$ cat src/rtl/async_hdlc_framer_crc16_unit_defines.svh
// Assertion macros used by the framer back end (hdlc_back).
`ifndef ASYNC_HDLC_FRAMER_CRC16_UNIT_DEFINES_SVH
`define ASYNC_HDLC_FRAMER_CRC16_UNIT_DEFINES_SVH

// Same-cycle implication, disabled while in reset.
`define HDLC_ASSERT_NOW(lbl, ck, rn, ante, cons, msg) \
  lbl: assert property (@(posedge ck) disable iff (!(rn)) (ante) |-> (cons)) \
    else $error(msg);

// Next-cycle implication, disabled while in reset.
`define HDLC_ASSERT_NEXT(lbl, ck, rn, ante, cons, msg) \
  lbl: assert property (@(posedge ck) disable iff (!(rn)) (ante) |=> (cons)) \
    else $error(msg);

`endif

$ cat src/rtl/hdlc_pkg.sv
`timescale 1ns / 1ps
`default_nettype none

package hdlc_pkg;

  localparam logic [7:0]  FLAG_BYTE = 8'h7E;
  localparam logic [7:0]  ESC_BYTE  = 8'h7D;
  localparam logic [7:0]  ESC_XOR   = 8'h20;
  localparam logic [15:0] CRC_INIT  = 16'hFFFF;
  localparam logic [15:0] CRC_POLY  = 16'h8408;

  // One queued payload byte with the FCS that results if it ends the frame.
  typedef struct packed {
    logic [15:0] fcs;
    logic        last;
    logic [7:0]  data;
  } hdlc_item_t;

  typedef enum logic [1:0] {
    BK_DATA,
    BK_FCS_LO,
    BK_FCS_HI,
    BK_FLAG
  } hdlc_bk_state_t;

  // Reflected CRC-16 update, one byte (8 shift steps).
  function automatic logic [15:0] crc_fold(input logic [15:0] crc, input logic [7:0] b);
    logic [15:0] c;
    c = crc ^ {8'h00, b};
    for (int i = 0; i < 8; i++) begin
      if (c[0]) begin
        c = (c >> 1) ^ CRC_POLY;
      end else begin
        c = c >> 1;
      end
    end
    return c;
  endfunction

endpackage

`default_nettype wire

$ cat src/rtl/hdlc_front.sv
`timescale 1ns / 1ps
`default_nettype none

module hdlc_front
  import hdlc_pkg::*;
(
  input  wire logic       clk,
  input  wire logic       rst_n,
  input  wire logic       in_tvalid,
  output logic            in_tready,
  input  wire logic [7:0] in_tdata,
  input  wire logic       in_tlast,
  input  wire logic       q_full,
  output logic            q_push,
  output hdlc_item_t      q_item
);

  logic [15:0] crc_r;
  logic [15:0] crc_nxt;
  logic [15:0] crc_upd;

  assign in_tready = !q_full;
  assign q_push    = in_tvalid && in_tready;
  assign crc_upd   = crc_fold(crc_r, in_tdata);

  always_comb begin
    q_item.data = in_tdata;
    q_item.last = in_tlast;
    q_item.fcs  = ~crc_upd;
  end

  // CRC restarts after the last byte of each frame.
  always_comb begin
    crc_nxt = crc_r;
    if (q_push) begin
      crc_nxt = in_tlast ? CRC_INIT : crc_upd;
    end
  end

  always_ff @(posedge clk) begin
    if (!rst_n) begin
      crc_r <= CRC_INIT;
    end else begin
      crc_r <= crc_nxt;
    end
  end

endmodule

`default_nettype wire

$ cat src/rtl/hdlc_fifo.sv
`timescale 1ns / 1ps
`default_nettype none

module hdlc_fifo
  import hdlc_pkg::*;
#(
  parameter int DEPTH = 4
) (
  input  wire logic       clk,
  input  wire logic       rst_n,
  input  wire logic       push,
  input  wire hdlc_item_t push_item,
  output logic            full,
  input  wire logic       pop,
  output logic            empty,
  output hdlc_item_t      head_item
);

  localparam int AW = (DEPTH > 1) ? $clog2(DEPTH) : 1;
  localparam int CW = $clog2(DEPTH + 1);

  hdlc_item_t    mem [DEPTH];
  logic [AW-1:0] wr_ptr_r, wr_ptr_nxt;
  logic [AW-1:0] rd_ptr_r, rd_ptr_nxt;
  logic [CW-1:0] cnt_r, cnt_nxt;

  assign full      = (cnt_r == CW'(DEPTH));
  assign empty     = (cnt_r == '0);
  assign head_item = mem[rd_ptr_r];

  always_comb begin
    wr_ptr_nxt = wr_ptr_r;
    rd_ptr_nxt = rd_ptr_r;
    cnt_nxt    = cnt_r;
    if (push) begin
      wr_ptr_nxt = (wr_ptr_r == AW'(DEPTH - 1)) ? '0 : wr_ptr_r + 1'b1;
    end
    if (pop) begin
      rd_ptr_nxt = (rd_ptr_r == AW'(DEPTH - 1)) ? '0 : rd_ptr_r + 1'b1;
    end
    case ({push, pop})
      2'b10:   cnt_nxt = cnt_r + 1'b1;
      2'b01:   cnt_nxt = cnt_r - 1'b1;
      default: cnt_nxt = cnt_r;
    endcase
  end

  always_ff @(posedge clk) begin
    if (push) begin
      mem[wr_ptr_r] <= push_item;
    end
  end

  always_ff @(posedge clk) begin
    if (!rst_n) begin
      wr_ptr_r <= '0;
      rd_ptr_r <= '0;
      cnt_r    <= '0;
    end else begin
      wr_ptr_r <= wr_ptr_nxt;
      rd_ptr_r <= rd_ptr_nxt;
      cnt_r    <= cnt_nxt;
    end
  end

endmodule

`default_nettype wire

$ cat src/rtl/hdlc_back.sv
`timescale 1ns / 1ps
`default_nettype none
`include "async_hdlc_framer_crc16_unit_defines.svh"

module hdlc_back
  import hdlc_pkg::*;
(
  input  wire logic       clk,
  input  wire logic       rst_n,
  input  wire logic       q_empty,
  input  wire hdlc_item_t q_item,
  output logic            q_pop,
  output logic            out_tvalid,
  input  wire logic       out_tready,
  output logic [7:0]      out_tdata,
  output logic            out_tlast
);

  hdlc_bk_state_t state_r, state_nxt;
  logic           esc_r, esc_nxt;
  logic           has_r, has_nxt;
  hdlc_item_t     cur_r;

  logic           out_valid_r, out_valid_nxt;
  logic [7:0]     out_byte_r;
  logic           out_end_r;

  logic           emit;
  logic [7:0]     sel_byte;
  logic           needs_esc;
  logic           step_done;
  logic           item_done;
  logic [7:0]     line_byte;
  logic           line_end;

  assign emit = has_r && (!out_valid_r || out_tready);

  // Output decode: pick the byte of the current phase and escape it.
  always_comb begin
    case (state_r)
      BK_DATA:   sel_byte = cur_r.data;
      BK_FCS_LO: sel_byte = cur_r.fcs[7:0];
      BK_FCS_HI: sel_byte = cur_r.fcs[15:8];
      BK_FLAG:   sel_byte = FLAG_BYTE;
      default:   sel_byte = FLAG_BYTE;
    endcase
    needs_esc = (state_r != BK_FLAG) && ((sel_byte == FLAG_BYTE) || (sel_byte == ESC_BYTE));
    if (esc_r) begin
      line_byte = sel_byte ^ ESC_XOR;
    end else if (needs_esc) begin
      line_byte = ESC_BYTE;
    end else begin
      line_byte = sel_byte;
    end
    line_end  = (state_r == BK_FLAG);
    step_done = !needs_esc || esc_r;
    item_done = emit && step_done &&
                ((state_r == BK_FLAG) || ((state_r == BK_DATA) && !cur_r.last));
    q_pop     = !q_empty && (!has_r || item_done);
  end

  // Next state.
  always_comb begin
    state_nxt = state_r;
    if (emit && step_done) begin
      case (state_r)
        BK_DATA:   state_nxt = cur_r.last ? BK_FCS_LO : BK_DATA;
        BK_FCS_LO: state_nxt = BK_FCS_HI;
        BK_FCS_HI: state_nxt = BK_FLAG;
        BK_FLAG:   state_nxt = BK_DATA;
        default:   state_nxt = BK_DATA;
      endcase
    end
    esc_nxt       = emit ? (needs_esc && !esc_r) : esc_r;
    has_nxt       = q_pop ? 1'b1 : (item_done ? 1'b0 : has_r);
    out_valid_nxt = emit ? 1'b1 : (out_tready ? 1'b0 : out_valid_r);
  end

  always_ff @(posedge clk) begin
    if (!rst_n) begin
      state_r     <= BK_DATA;
      esc_r       <= 1'b0;
      has_r       <= 1'b0;
      out_valid_r <= 1'b0;
    end else begin
      state_r     <= state_nxt;
      esc_r       <= esc_nxt;
      has_r       <= has_nxt;
      out_valid_r <= out_valid_nxt;
    end
  end

  always_ff @(posedge clk) begin
    if (q_pop) begin
      cur_r <= q_item;
    end
    if (emit) begin
      out_byte_r <= line_byte;
      out_end_r  <= line_end;
    end
  end

  assign out_tvalid = out_valid_r;
  assign out_tdata  = out_byte_r;
  assign out_tlast  = out_end_r;

  `HDLC_ASSERT_NOW(a_end_is_flag, clk, rst_n, out_valid_r && out_end_r, out_byte_r == FLAG_BYTE, "frame end without flag byte")
  `HDLC_ASSERT_NOW(a_no_esc_on_flag, clk, rst_n, esc_r, state_r != BK_FLAG, "escape pending on closing flag")
  `HDLC_ASSERT_NOW(a_tail_has_last, clk, rst_n, state_r != BK_DATA, has_r && cur_r.last, "tail phase without last byte")
  `HDLC_ASSERT_NEXT(a_esc_follows, clk, rst_n, emit && needs_esc && !esc_r, esc_r && out_valid_r && (out_byte_r == ESC_BYTE), "escape byte not followed up")

endmodule

`default_nettype wire

$ cat src/rtl/async_hdlc_framer_crc16_unit.sv
//  channel | dir | tdata [lsb..]     | tlast      | tuser
//  in_     | in  | data_byte[7:0]    | frame_last | -
//  out_    | out | line_byte[7:0]    | frame_end  | -
//
//  Front end folds each byte into CRC-16/X-25 in the accept cycle and queues it
//  with its FCS; one input transfer per cycle while the queue has room.
//  Back end sends line bytes: a plain byte goes out as one, an escaped byte as
//  two, and a last byte adds three to five (FCS low, FCS high, flag); output
//  register limits throughput to one line byte per cycle while the receiver is ready.
//  Reset (rst_n low, synchronous) empties queue and output, CRC to 0xFFFF.
//  Either side may stall; the FIFO_DEPTH-entry queue decouples them.
`timescale 1ns / 1ps
`default_nettype none

module async_hdlc_framer_crc16_unit
  import hdlc_pkg::*;
#(
  parameter int FIFO_DEPTH = 4
) (
  input  wire logic       clk,
  input  wire logic       rst_n,
  input  wire logic       in_tvalid,
  output logic            in_tready,
  input  wire logic [7:0] in_tdata,   // [7:0] data_byte
  input  wire logic       in_tlast,   // frame_last
  output logic            out_tvalid,
  input  wire logic       out_tready,
  output logic [7:0]      out_tdata,  // [7:0] line_byte
  output logic            out_tlast   // frame_end
);

  hdlc_item_t push_item;
  hdlc_item_t head_item;
  logic       q_push;
  logic       q_pop;
  logic       q_full;
  logic       q_empty;

  // Front: accept, CRC, classify into queue entries.
  hdlc_front u_front (
    .clk       (clk),
    .rst_n     (rst_n),
    .in_tvalid (in_tvalid),
    .in_tready (in_tready),
    .in_tdata  (in_tdata),
    .in_tlast  (in_tlast),
    .q_full    (q_full),
    .q_push    (q_push),
    .q_item    (push_item)
  );

  // Short queue between front and back.
  hdlc_fifo #(
    .DEPTH (FIFO_DEPTH)
  ) u_fifo (
    .clk       (clk),
    .rst_n     (rst_n),
    .push      (q_push),
    .push_item (push_item),
    .full      (q_full),
    .pop       (q_pop),
    .empty     (q_empty),
    .head_item (head_item)
  );

  // Back: escape, FCS append, closing flag, output register.
  hdlc_back u_back (
    .clk        (clk),
    .rst_n      (rst_n),
    .q_empty    (q_empty),
    .q_item     (head_item),
    .q_pop      (q_pop),
    .out_tvalid (out_tvalid),
    .out_tready (out_tready),
    .out_tdata  (out_tdata),
    .out_tlast  (out_tlast)
  );

endmodule

`default_nettype wire

$ cat config.mk
export PLATFORM = sky130hd
export DESIGN_NAME = async_hdlc_framer_crc16_unit
export DESIGN_NICKNAME = d
export VERILOG_FILES = /design/src/rtl/hdlc_pkg.sv /design/src/rtl/hdlc_front.sv /design/src/rtl/hdlc_fifo.sv /design/src/rtl/hdlc_back.sv /design/src/rtl/async_hdlc_framer_crc16_unit.sv
export VERILOG_INCLUDE_DIRS = /design/src /design/src/rtl
export SDC_FILE = /design/constraint.sdc
export NUM_CORES = 1
export LEC_CHECK = 0
export BUFFER_PORTS_ARGS = -buffer_cell sky130_fd_sc_hd__buf_4
export CAP_MARGIN = 30
export CELL_PAD_IN_SITES_DETAIL_PLACEMENT = 1
export CELL_PAD_IN_SITES_GLOBAL_PLACEMENT = 1
export CORE_MARGIN = 5
export CORE_UTILIZATION = 50
export CTS_BUF_LIST = sky130_fd_sc_hd__clkbuf_4 sky130_fd_sc_hd__clkbuf_8
export CTS_CLUSTER_SIZE = 28
export DETAILED_ROUTE_END_ITERATION = 6
export HOLD_SLACK_MARGIN = 0.05
export PLACE_DENSITY_LB_ADDON = 0.1
export SLEW_MARGIN = 40
export SYNTH_ARGS = -nofsm -noshare
export SYNTH_HDL_FRONTEND = slang
export SYNTH_SLANG_ARGS = --single-unit
$ cat constraint.sdc
create_clock -name clk -period 3.3 [get_ports clk]
set_input_delay 0.99 -clock clk [delete_from_list [all_inputs] [get_ports clk]]
set_output_delay 0.99 -clock clk [all_outputs]
set_load 0.01 [all_outputs]
; Word level (Yosys, flattened, before mapping)
; Memory sizes are Yosys's and may differ from the RTL's. A register that Yosys moved wholly into a read port is not among the register bits.
; Cells that the tools add are included.
[op_classes]
reduce_logical = 25
muxes = 23
addsub = 4
n_bitwise = 11
eq_ne = 11
[op_table]
columns = operator, n
row1 = $mux 16, 9
row2 = $pmux 8 s4, 1
row3 = $not 2->3, 8
row4 = $eq 8x7->1 const B, 2
row5 = $mux 8, 2
row6 = $not 16->16, 1
row7 = $xor 16x8->16, 1
row8 = $eq 2x2->1 const B, 5
row9 = $logic_and 1x1->1, 8
row10 = $pmux 2 s4, 1
row11 = $logic_not 1->1, 7
row12 = $mux 1, 7
row13 = $pmux 3 s2, 1
row14 = $reduce_bool 2->1, 3
row15 = $logic_or 1x1->1, 5
row16 = $add 2x1->2 const B, 2
row17 = $eq 2x1->1 const B, 2
row18 = $mux 2, 2
row19 = $add 3x1->3 const B, 1
row20 = $eq 3x3->1 const B, 1
row21 = $logic_not 3->1, 1
row22 = $sub 3x1->3 const B, 1
row23 = $logic_not 2->1, 1
row24 = $ne 2x2->1 const B, 1
row25 = $not 1->1, 1
[word_totals]
mem_count = 1
word_cells = 85
in_bits = 13
register_bits = 37
ramBits = 100
[memory_table]
columns = memory, words, width, read_ports, rd_clocked_by_memory_dff, wr, line_no
row1 = u_fifo.mem, 4, 25, 1, 1, 1, hdlc_fifo.sv:22  ; hdlc_item_t mem [DEPTH];

; Longest topological paths before layout
; Gate-level depths: netlist of run 1.
[logic_depth]
ltp_word = 18
mapped_depth = 13
ltp_nobuf = 12

; Cells and area by module
; From an unflattened synthesis of run 1, not the netlist that was laid out.
[hier_totals]
cells_unflattened = 394
hier_area_um2 = 6697.7
[modules_own_cells]
columns = module, cells_each, area_per_inst_um2, instances
row1 = hdlc_fifo, 178, 4115.2, 1
row2 = hdlc_back, 117, 1697.9, 1
row3 = hdlc_front, 99, 884.6, 1

; Worst setup path after synthesis of run 1
; No wires, ideal clock.
[synth_timing]
path_type = flip-flop to flip-flop
startpoint = register u_back.state_r[0]
endpoint = register u_fifo.cnt_r[2]
arrival_time_ns = 3.136
slack_ns = 0.089
setup_ns = 0.076
required_ns = 3.224
period_less_slack_ns = 3.211
path_stages_with_launch = 14
cell_sequence = dfxtp_1 > inv_1 > ha_1 > buf_6 > a221o_1 > mux2i_4 > xnor2_1 > o31a_1 > o21ba_4 > ha_1 > fa_1 > xnor2_1 > or3_1 > a21boi_0
[synth_between]
elab_chain_len = 13
word_cells_on_any_way = 22
classes_between = eq/ne (8) / mux (2) / reduce/logical (12)
[synth_rtl]
columns = item, line_no
row1 = from (decl), hdlc_back.sv:19  ; hdlc_bk_state_t state_r, state_nxt;
row2 = from (signal assigned), hdlc_back.sv:86  ; state_r <= state_nxt;
row3 = $eq 2x2->1 (tied with other cells), "hdlc_back.sv:40, hdlc_back.sv:58"
row4 = $pmux 8 s4, hdlc_back.sv:40  ; case (state_r)
row5 = $eq 8x7->1, hdlc_back.sv:47  ; needs_esc = (state_r != BK_FLAG) && ((sel_byte == FLAG_BYTE) || (sel_byte == ESC_BYTE));
row6 = $logic_or 1x1->1, hdlc_back.sv:47
row7 = $logic_and 1x1->1, hdlc_back.sv:47
row8 = $logic_not 1->1, hdlc_back.sv:56  ; step_done = !needs_esc || esc_r;
row9 = $logic_or 1x1->1, hdlc_back.sv:56
row10 = $logic_and 1x1->1, hdlc_back.sv:57  ; item_done = emit && step_done &&
row11 = $logic_and 1x1->1 *, hdlc_back.sv:57
row12 = $logic_or 1x1->1 *, hdlc_back.sv:59  ; q_pop = !q_empty && (!has_r || item_done);
row13 = $logic_and 1x1->1 *, hdlc_back.sv:59
row14 = via q_pop, async_hdlc_framer_crc16_unit.sv:35  ; logic q_pop;
row15 = $eq 2x1->1 / $eq 2x2->1 (equally long branches), hdlc_fifo.sv:41  ; case ({push, pop})
row16 = $pmux 3 s2 / $reduce_bool 2->1 (equally long branches), --
row17 = to (signal assigned), hdlc_fifo.sv:62  ; cnt_r <= cnt_nxt;
row18 = to (decl), hdlc_fifo.sv:25  ; logic [CW-1:0] cnt_r, cnt_nxt;
; Mark *: on every way through the listed nets, which the timed path passes. The rest lies on a longest branch.
; A chain may end at the register's enable or synchronous reset.

; Final worst setup path of run 1
; Same ends and word-level chain as after synthesis.

==> out/metrics.cfg, run 1 <==
[power]
power_density_mw_per_mm2 = 868
p_leak_nw = 2.49
peakVddDrop_mv = 0.374

[floorplan]
pin_count = 24
die_h_um = 124
core_mm2 = 0.0126
die_area_mm2 = 0.0153
fp.dieW_um = 124
rows = 41
start_util_pct = 51.1

[sta]
max_freq_mhz = 314
min_period_over_period_pct = 96.4
tns_ns = 0
setup_violations = 0
worstMarginPinSlew_ns = 0.550
skew_ns = 0.00752
setup_ws_ns = 0.117
finalMaxSlewViolations = 0
slew_headroom_pct = 63.3
holdWs_ns = 0.496
period_needed_ns = 3.18
finalHoldViolations = 0

[synth]
seq_area_frac_synth_pct = 71.1
synth_top_family_by_area = multiplexers
synth_seq_cells = 162
ys_async_sr_fraction_pct = 0
synth_edf_count = 134
synthCells = 376
synthTopCellsByCount = edfxtp_1, dfxtp_1, nand2_1
ys_top_cells_by_area = edfxtp_1, mux4_2, dfxtp_1
ys_warn_count = 0
synth_fa_ha_area_share_pct = 2.45
synth_area_per_cell_um2 = 17.1
synthXorXnorAreaFrac_pct = 3.80
yosys.area.top_type = edfxtp_1
synth_cell_types = 47
synth_most_common_cell = edfxtp_1
synth_compound_area_share_pct = 4.97
syn_nets = 401
synthesis.area_mm2 = 0.00645
synthFlopType = edfxtp_1
synth_simple_gate_area_share_pct = 5.41
synth_mux_area_share_pct = 9.86
synth_top_area_share_pct = 62.4

[drt]
routed_wirelength_mm = 12.7
firstDrtPassIters = 4
drt_iter0_drc = 272
ant_nets = 0
wl_per_cell_um = 21.0
num_vias = 3314
viasPerCell = 5.49
drcViolationCount = 0

[final_layout]
finalNonFillerCells = 604
layout.nets = 444
antennaDiodeCount = 0
syn_to_final_growth_pct = 13.8
drive_above_1_share_pct = 25.2
n_fill_cell = 1189

[critical_path]
crit_type = reg -> reg
critical_path.reg2reg.startpoint = u_back.state_r[0]
slowest_delay_ns = 0.40
path_cells = inv_1, ha_2, nand2_2, a2111oi_1, nand4b_1, o31a_1, o21ba_4, ha_1, fa_1, xnor2_1, or3_1, a21boi_1
critPathLaunch = u_back.state_r[0]
required_ns = 3.67
crit_arrival_ns = 3.56
cp_max_fo = 5
worst_setup_path_end_kind = register
start_kind = register
cp_slowest_cell = a2111oi_1
reg2reg_depth = 12

[place]
preCtsSetupSlack_ns = -0.111
port_buffers = 23
gp_congestion = 0.880
dp_hpwl_mm = 8.46
placed_cells = 571

[cts]
h-tree-depth = 4
cts_tree = yes
ctsHoldBuffers = 0
clockRootBuffer = clkbuf_8
clk_pin_slew_ns = 0.08
worstSkewPairLatency_ns = 0.45
cts_buffers = 17
clk_path_buf_depth = 2
cts.sinks = 162

[outcome]
status = complete, no violations

[global_routing]
antenna_found_initial = 0
grt_pass1_vias = 3555
track_usage_pct = 18.3
grt_pass1_wl_mm = 19.8
overflow = 0
grt_start_max_net_pins = 32

[hold_path]
whs_path_depth = 2
hp-class = reg -> reg
hp-start = u_back.state_r[1]

[job]
maxCapViolCount = 0

[placed cells by master, fill, tap and decap left out, drive strengths merged, types with 2 or more instances in the layout]
cell type and count:
mux4 25, a21oi 4, buf 40, mux2i 6, clkbuf 22, nand2 29
and3 4, ha 11, nand2b 3, a21boi 5, o21ai 18, a2bb2oi 4
and2 3, nand3b 11, a22oi 4, edfxtp 134, bufinv 3, nor3 3
xor2 9, xnor2 19, dfxtp 28, inv 14, clkinv 6, nor2b 2
o22ai 4, a221o 2, nor2 6
[report_power, final]
group,internal [mW],switching [mW],leakage [nW]
sequential,2.88,0.221,1.47
clock,0.831,0.683,0.219
combinational,0.795,0.965,0.804
total,4.50,1.87,2.49
[cell type report]
class / count / area [µm²] / share of cell area (%)
flip-flops and latches: 162 / 4590 / 62.5
multi-input cells: 184 / 1720 / 23.4
clock buffers: 22 / 297 / 4.04
inverters: 14 / 55.1 / 0.750
repair buffers: 40 / 338 / 4.60
clock inverters: 10 / 130 / 1.77
well taps: 172 / 215 / 2.93
[through the flow]
step / total power, mW / utilization, % / cell area [µm²]
after floorplan: 4.31 / - / 6450
after global placement: 4.85 / 54.6 / 6890
after detailed placement: 4.92 / 54.6 / 6890
after CTS: 6.42 / 58.0 / 7320
after global routing: 6.71 / 58.2 / 7340
final: 6.37 / 58.2 / 7340
[flip-flops by register name, summed over array words and instances, names as in the netlist]
name and cells:
u_fifo.mem 100, u_back.cur_r 25, u_front.crc_r 16, u_back.out_tdata 8, u_fifo.cnt_r 3, u_back.state_r 2, u_fifo.rd_ptr_r 2, u_fifo.wr_ptr_r 2
u_back.esc_r 1, u_back.has_r 1, u_back.out_tlast 1, u_back.out_tvalid 1
[timing repair]
action	4_1_cts	5_1_grt
pin swaps	2	1
resized for setup	2	8
setup endpoints to repair	1	1
buffers inserted	0	1
[cells by family after synthesis]
family          after synthesis
compound gates               47
xor+xnor                     28
fa+ha+maj                    12
buf+inv                      30
flops                       162
mux                          31
simple gates                 66
[layer usage]
metal / wire (µm) / track usage (%) / vias to the layer above / part of all wire (%)
met1: 5810 / 24.1 / 1698 / 46
met3: 442 / 4.48 / 26 / 3.5
li1: - / - / 1521 / -
met2: 6140 / 29.3 / 69 / 48
met5: 0 / 0 / - / 0
met4: 325 / 7.75 / 0 / 2.6
[worst paths after layout]
path / endpoint / slack, ns
max: u_fifo.cnt_r[2] / 0.12
max reg2reg: u_fifo.cnt_r[2] / 0.12
min reg2reg: u_back.state_r[1] / 0.50
min: u_back.state_r[1] / 0.50
[worst max-delay path, delay by kind of cell (launching register included)]
kind	cells	cell delay, ns
AOI/OAI and AO/OA	4	1.12
xor gates and xnor gates	1	0.14
adders and majority gates	3	0.82
buffers and inverters	1	0.09
DFF	1	0.35
and+or+nand+nor	3	0.58
(Power assumes the default switching activity.)
==> run 2: changes to the inputs <==
CORE_UTILIZATION = 48   (was 50)
CTS_BUF_LIST = not set   (was sky130_fd_sc_hd__clkbuf_4 sky130_fd_sc_hd__clkbuf_8)
PLACE_DENSITY = 0.76   (was not set)
PLACE_DENSITY_LB_ADDON = not set   (was 0.1)
SKIP_CTS_REPAIR_TIMING = 1   (was not set)
==> run 2 against run 1 <==
Final cell count grew 0.50%. Sequential share of layout area shrank 1.1 points. Wire length grew 3.0%. Clock power grew 20%. Combinational power grew 5%. Count of clock-buffer cells in the layout shrank 2. Setup slack gained 0.014 ns. Largest cell class unchanged. Largest power group unchanged.
==> out/metrics.cfg, run 2 (synthesis results as in run 1) <==
[critical_path]
critical_path.reg2reg.startpoint = u_back.state_r[0]
required_ns = 3.65  ; -0.02 ns
cp_slowest_cell = dfxtp_4
crit_arrival_ns = 3.52  ; -0.04 ns
path_cells = inv_2, ha_2, buf_4, a221o_2, o21ai_2, xnor2_2, o31a_1, o21ba_4, ha_1, fa_2, xnor2_1, or3_1, a21boi_1
start_kind = register
crit_type = reg -> reg
reg2reg_setup_slack_ns = 0.13  ; about the same
worst_setup_path_end_kind = register
r2r-end = u_fifo.cnt_r[2]
reg2reg_depth = 13  ; +1
slowest_delay_ns = 0.39  ; about the same
critPathLaunch = u_back.state_r[0]
cp_max_fo = 11  ; +6
worstSetupEndpoint = u_fifo.cnt_r[2]

[final_layout]
finalNonFillerCells = 607  ; +0.50%
regMostFlops = u_fifo.mem
layout.nets = 443  ; -0.23%
n_fill_cell = 1218  ; +2.4%
top_regs = u_fifo.mem: 100 flops, u_back.cur_r: 25 flops, u_front.crc_r: 16 flops
largest_register_ffs = 100  ; unchanged
layout_commonest_cell = edfxtp_1
antennaDiodeCount = 0  ; unchanged
final_cell_mix = edfxtp_1, buf_4, nand2_1
syn_to_final_growth_pct = 16.1
finish.instance_area_mm2 = 0.00748  ; +2.0%
drive_above_1_share_pct = 26.5  ; +1.2 points

[sta]
finalMaxSlewViolations = 0  ; unchanged
worstMarginPinSlew_ns = 0.580  ; +0.0302 ns
period_needed_ns = 3.17  ; -0.0139 ns
skew_ns = 0.0144  ; +0.00690 ns
setup_ws_ns = 0.131  ; +0.0139 ns
finalHoldViolations = 0  ; unchanged
max_freq_mhz = 316  ; +0.44%
slew_headroom_pct = 60.9  ; -2.4 points
min_period_over_period_pct = 96.0  ; -0.42 points
setup_violations = 0  ; unchanged

[cts]
clk_pin_slew_ns = 0.06  ; -0.02 ns
clk_path_buf_depth = 2  ; unchanged
worstSkewPairLatency_ns = 0.43  ; -0.02 ns
cts_buffers = 17  ; unchanged
clockRootBuffer = clkbuf_16
h-tree-depth = 4  ; unchanged
cts_tree = yes
cts.sinks = 162  ; unchanged

[global_routing]
grt_start_max_net_pins = 32  ; unchanged
grt_pass1_wl_mm = 20.2  ; +2.0%
overflow = 0  ; unchanged
grt_pass1_vias = 3567  ; +0.34%
track_usage_pct = 17.2  ; -1.1 points
antenna_found_initial = 0  ; unchanged

[place]
placed_area_mm2 = 0.00684  ; -0.69%
port_buffers = 23  ; unchanged
gp_congestion = 0.842  ; -4.3%
placed_cells = 573  ; +0.35%
dp_hpwl_mm = 8.28  ; -2.1%
preCtsSetupSlack_ns = -0.349  ; -0.237 ns

[power]
p_seq_share_pct = 46.1  ; -2.5 points
power_mw = 6.79  ; +6.5%
power_switching_mw = 2.01  ; +7.4%
clockPowerShare_pct = 26.6  ; +2.8 points
p_int_mw = 4.78  ; +6.2%
swShare_pct = 29.6  ; +0.24 points
pwr-share-comb_pct = 27.3  ; -0.3 points
p_leak_nw = 2.54  ; +1.8%
power_density_mw_per_mm2 = 907  ; +4.5%
peakVddDrop_mv = 0.389  ; +4.0%

[floorplan]
pin_count = 24  ; unchanged
start_util_pct = 48.9  ; -2.2 points
rows = 42  ; +2.4%
die_area_mm2 = 0.0158  ; +3.8%
core_mm2 = 0.0132  ; +4.5%
fp.dieW_um = 126  ; +1.9%
die_h_um = 126  ; +1.9%

[job]
maxCapViolCount = 0  ; unchanged

[hold_path]
hp-class = reg -> reg

[drt]
drcViolationCount = 0  ; unchanged
ant_nets = 0  ; unchanged
firstDrtPassIters = 5  ; +1
routed_wirelength_mm = 13.1  ; +3.0%
viasPerCell = 5.46  ; -0.49%
num_vias = 3314  ; unchanged
wl_per_cell_um = 21.6  ; +2.5%
drt_iter0_drc = 247  ; -9.2%

[outcome]
status = complete, no violations

[run 2: changes by cell type in the layout (fill, tap and decap cells not counted), moves of 2 or more]
cell        before  now
o21ai_1          3    0
bufinv_16        3    1
clkbuf_16        0   17
clkinvlp_4       1    3
dfxtp_4          0    2
ha_4             0    2
o21ai_0         15   17
buf_12           3    0
dfxtp_2          3    1
clkbuf_8        21    2
inv_1           13   11
inv_2            0    2
buf_4           37   39
clkinv_2         4    6
[run 2: worst max-delay path, delay by kind of cell (launching register included)]
family / cells / cell delay (ns)
simple gates: 1 / 0.32
fa+ha+maj: 3 / 0.77
buf+inv: 2 / 0.26
flops: 1 / 0.39
compound gates: 5 / 1.10
xor+xnor: 2 / 0.25
[run 2: power by group through the flow]
stage,Clock (mW),Sequential (mW),Combinational [mW]
2_1_floorplan,0,3.06,1.25
3_3_place_gp,0,3.13,1.66
3_5_place_dp,0,3.16,1.74
4_1_cts,1.84,3.12,1.77
5_1_grt,1.95,3.17,2.02
6_report,1.81,3.13,1.85
[run 2: stage by stage]
| stage | TNS [ns] | util, % | hold WS [ns] |
|---|---|---|---|
| after detailed placement | -0.349 | 51.9 | 0.507 |
| after global placement | 0 | 51.9 | 0.494 |
| final | 0 | 56.7 | 0.505 |
| after floorplan | 0 | - | 0.456 |
| after global routing | -0.00485 | 56.7 | 0.547 |
| after CTS | -0.667 | 56.0 | 0.515 |
[run 2: worst min-delay path by stage]
stage / from / end / slack, ns / depth (start not counted)
2_1_floorplan: u_back.esc_r / u_back.esc_r / 0.46 / 2
3_3_place_gp: u_fifo.cnt_r[2] / u_fifo.cnt_r[2] / 0.49 / 2
3_5_place_dp: u_front.crc_r[15] / u_front.crc_r[15] / 0.51 / 2
4_1_cts: u_fifo.wr_ptr_r[1] / u_fifo.wr_ptr_r[1] / 0.52 / 2
5_1_grt: u_fifo.wr_ptr_r[1] / u_fifo.wr_ptr_r[1] / 0.55 / 2
6_report: u_fifo.wr_ptr_r[1] / u_fifo.wr_ptr_r[1] / 0.50 / 2
[run 2: metal layers]
layer  part of all wire [%]  up-vias  track usage (%)  wire length, µm
li1                       -     1523                -                -
met2                     53       84             28.9             6920
met1                     41     1692             21.6             5390
met4                    1.5        0             6.81              201
met3                    4.4       15             4.15              577
met5                      0        -                0                0
[run 2: layout make-up]
cell class	count	area [µm²]	share of cell area, %
inverters	14	55.1	0.736
flip-flops and latches	162	4590	61.4
multi-input cells	184	1780	23.7
well taps	176	220	2.94
repair buffers	39	293	3.91
clock buffers	20	457	6.10
clock inverters	12	90.1	1.20
==> run 3: changes to the inputs <==
GPL_ROUTABILITY_DRIVEN = 0   (was not set)
RECOVER_POWER = 50   (was not set)
==> run 3 against run 2 <==
Non-clock buffer count did not move. Final cell count did not move. Worst hold slack improved by 0.0061 ns. Count of clock-buffer cells in the layout did not move. Register-to-register slack barely moved. Power fell by 0.22%. Sequential power barely moved. Combinational power barely moved. Critical endpoint unchanged. Largest power group unchanged. Highest routed layer unchanged.
==> out/metrics.cfg, run 3 (synthesis results as in run 1) <==
[outcome]
status = complete, no violations

[cts]
clk_path_buf_depth = 2  ; unchanged
cts.sinks = 162  ; unchanged
clockRootBuffer = clkbuf_16
clk_pin_slew_ns = 0.06  ; about the same
cts_tree = yes
worstSkewPairLatency_ns = 0.43  ; about the same
cts_buffers = 17  ; unchanged
h-tree-depth = 4  ; unchanged

[power]
p_int_mw = 4.77  ; -0.15%
power_switching_mw = 2.00  ; -0.40%
power_density_mw_per_mm2 = 910  ; +0.33%
swShare_pct = 29.5  ; -0.051 points
peakVddDrop_mv = 0.389  ; about the same
power_mw = 6.77  ; -0.22%
p_leak_nw = 2.50  ; -1.6%
clockPowerShare_pct = 26.6  ; about the same
pwr-share-comb_pct = 27.2  ; about the same
p_seq_share_pct = 46.2  ; about the same

[sta]
finalMaxSlewViolations = 0  ; unchanged
setup_violations = 0  ; unchanged
max_freq_mhz = 316  ; about the same
slew_headroom_pct = 4.90  ; -56 points
min_period_over_period_pct = 96.0  ; about the same
holdWs_ns = 0.511  ; +0.00608 ns
skew_ns = 0.0201  ; +0.00572 ns
period_needed_ns = 3.17  ; -0.00181 ns
worstMarginPinSlew_ns = 1.43  ; +0.847 ns
finalHoldViolations = 0  ; unchanged

[floorplan]
start_util_pct = 48.9  ; unchanged
core_mm2 = 0.0132  ; unchanged
rows = 42  ; unchanged
die_area_mm2 = 0.0158  ; unchanged
die_h_um = 126  ; unchanged
pin_count = 24  ; unchanged
fp.dieW_um = 126  ; unchanged

[critical_path]
cp_max_fo = 11  ; unchanged
start_kind = register
required_ns = 3.65  ; about the same
reg2reg_setup_slack_ns = 0.13  ; about the same
crit_arrival_ns = 3.52  ; about the same
worst_setup_path_end_kind = register
reg2reg_depth = 13  ; unchanged
crit_type = reg -> reg

[drt]
drt_iter0_drc = 238  ; -3.6%
ant_nets = 0  ; unchanged
wl_per_cell_um = 21.5  ; -0.15%
drcViolationCount = 0  ; unchanged
routed_wirelength_mm = 13.1  ; -0.15%
viasPerCell = 5.44  ; -0.33%
num_vias = 3303  ; -0.33%
firstDrtPassIters = 4  ; -1

[final_layout]
regMostFlops = u_fifo.mem
syn_to_final_growth_pct = 15.4
drive_above_1_share_pct = 23.9  ; -2.6 points
largest_register_ffs = 100  ; unchanged
fin_util_pct = 56.4  ; -0.31 points
top_regs = u_fifo.mem: 100 flops, u_back.cur_r: 25 flops, u_front.crc_r: 16 flops
final_cell_mix = edfxtp_1, nand2_1, buf_4
layout_commonest_cell = edfxtp_1
antennaDiodeCount = 0  ; unchanged
layout.nets = 443  ; unchanged

[global_routing]
grt_start_max_net_pins = 32  ; unchanged
grt_pass1_wl_mm = 20.2  ; unchanged
track_usage_pct = 17.2  ; unchanged
overflow = 0  ; unchanged
antenna_found_initial = 0  ; unchanged
grt_pass1_vias = 3567  ; unchanged

[hold_path]
hp-class = reg -> reg
whs_path_depth = 2  ; unchanged

[place]
port_buffers = 23  ; unchanged
dp_hpwl_mm = 8.28  ; unchanged

[job]
maxCapViolCount = 0  ; unchanged

[run 3: cell types whose count changed in the layout (fill, tap and decap cells not counted)]
cell	before	now
buf_4	39	28
clkbuf_1	1	12
[run 3: critical path: stages, from the launching register on]
cell	delay [ns]
dfxtp_4	0.39
inv_2	0.07
ha_2	0.21
buf_4	0.19
a221o_2	0.33
o21ai_2	0.09
xnor2_2	0.10
o31a_1	0.32
o21ba_4	0.20
ha_1	0.21
fa_2	0.35
xnor2_1	0.15
or3_1	0.32
a21boi_1	0.15
[run 3: final timing paths]
kind                      startpoint            endpoint
setup / recovery   u_back.state_r[0]     u_fifo.cnt_r[2]
hold / removal    u_fifo.wr_ptr_r[1]  u_fifo.wr_ptr_r[1]
setup reg to reg   u_back.state_r[0]     u_fifo.cnt_r[2]
hold reg to reg   u_fifo.wr_ptr_r[1]  u_fifo.wr_ptr_r[1]
[run 3: through the flow]
stage          area [µm²]  setup TNS (ns)  setup WS, ns  std cells
3_5_place_dp         6840          -0.349        -0.349        573
3_3_place_gp         6840               0        0.0250        573
6_report             7440               0         0.133        607
4_1_cts              7390          -0.667        -0.524        605
2_1_floorplan        6450               0        0.0888        376
5_1_grt              7440        -0.00623      -0.00623        607
[run 3: power by group through the flow]
stage / clock (mW) / sequential [mW] / combinational (mW)
2_1_floorplan: 0 / 3.06 / 1.25
3_3_place_gp: 0 / 3.13 / 1.66
3_5_place_dp: 0 / 3.16 / 1.74
4_1_cts: 1.84 / 3.12 / 1.77
5_1_grt: 1.95 / 3.17 / 2.01
6_report: 1.80 / 3.13 / 1.84
[run 3: routing by layer]
metal | part of all wire [%] | GRT usage [%] | vias up
met4 | 1.1 | 6.81 | 0
met3 | 4.0 | 4.15 | 11
met1 | 42 | 21.6 | 1694
met5 | 0 | 0 | -
met2 | 53 | 28.9 | 76
li1 | - | - | 1522
[run 3: final cells by class]
type,count,area [µm²]
clock buffers,20,457
clock inverters,12,90.1
fillers,1224,5750
inverters,14,55.1
multi-input cells,184,1780
flip-flops and latches,162,4590
well taps,176,220
repair buffers,39,251
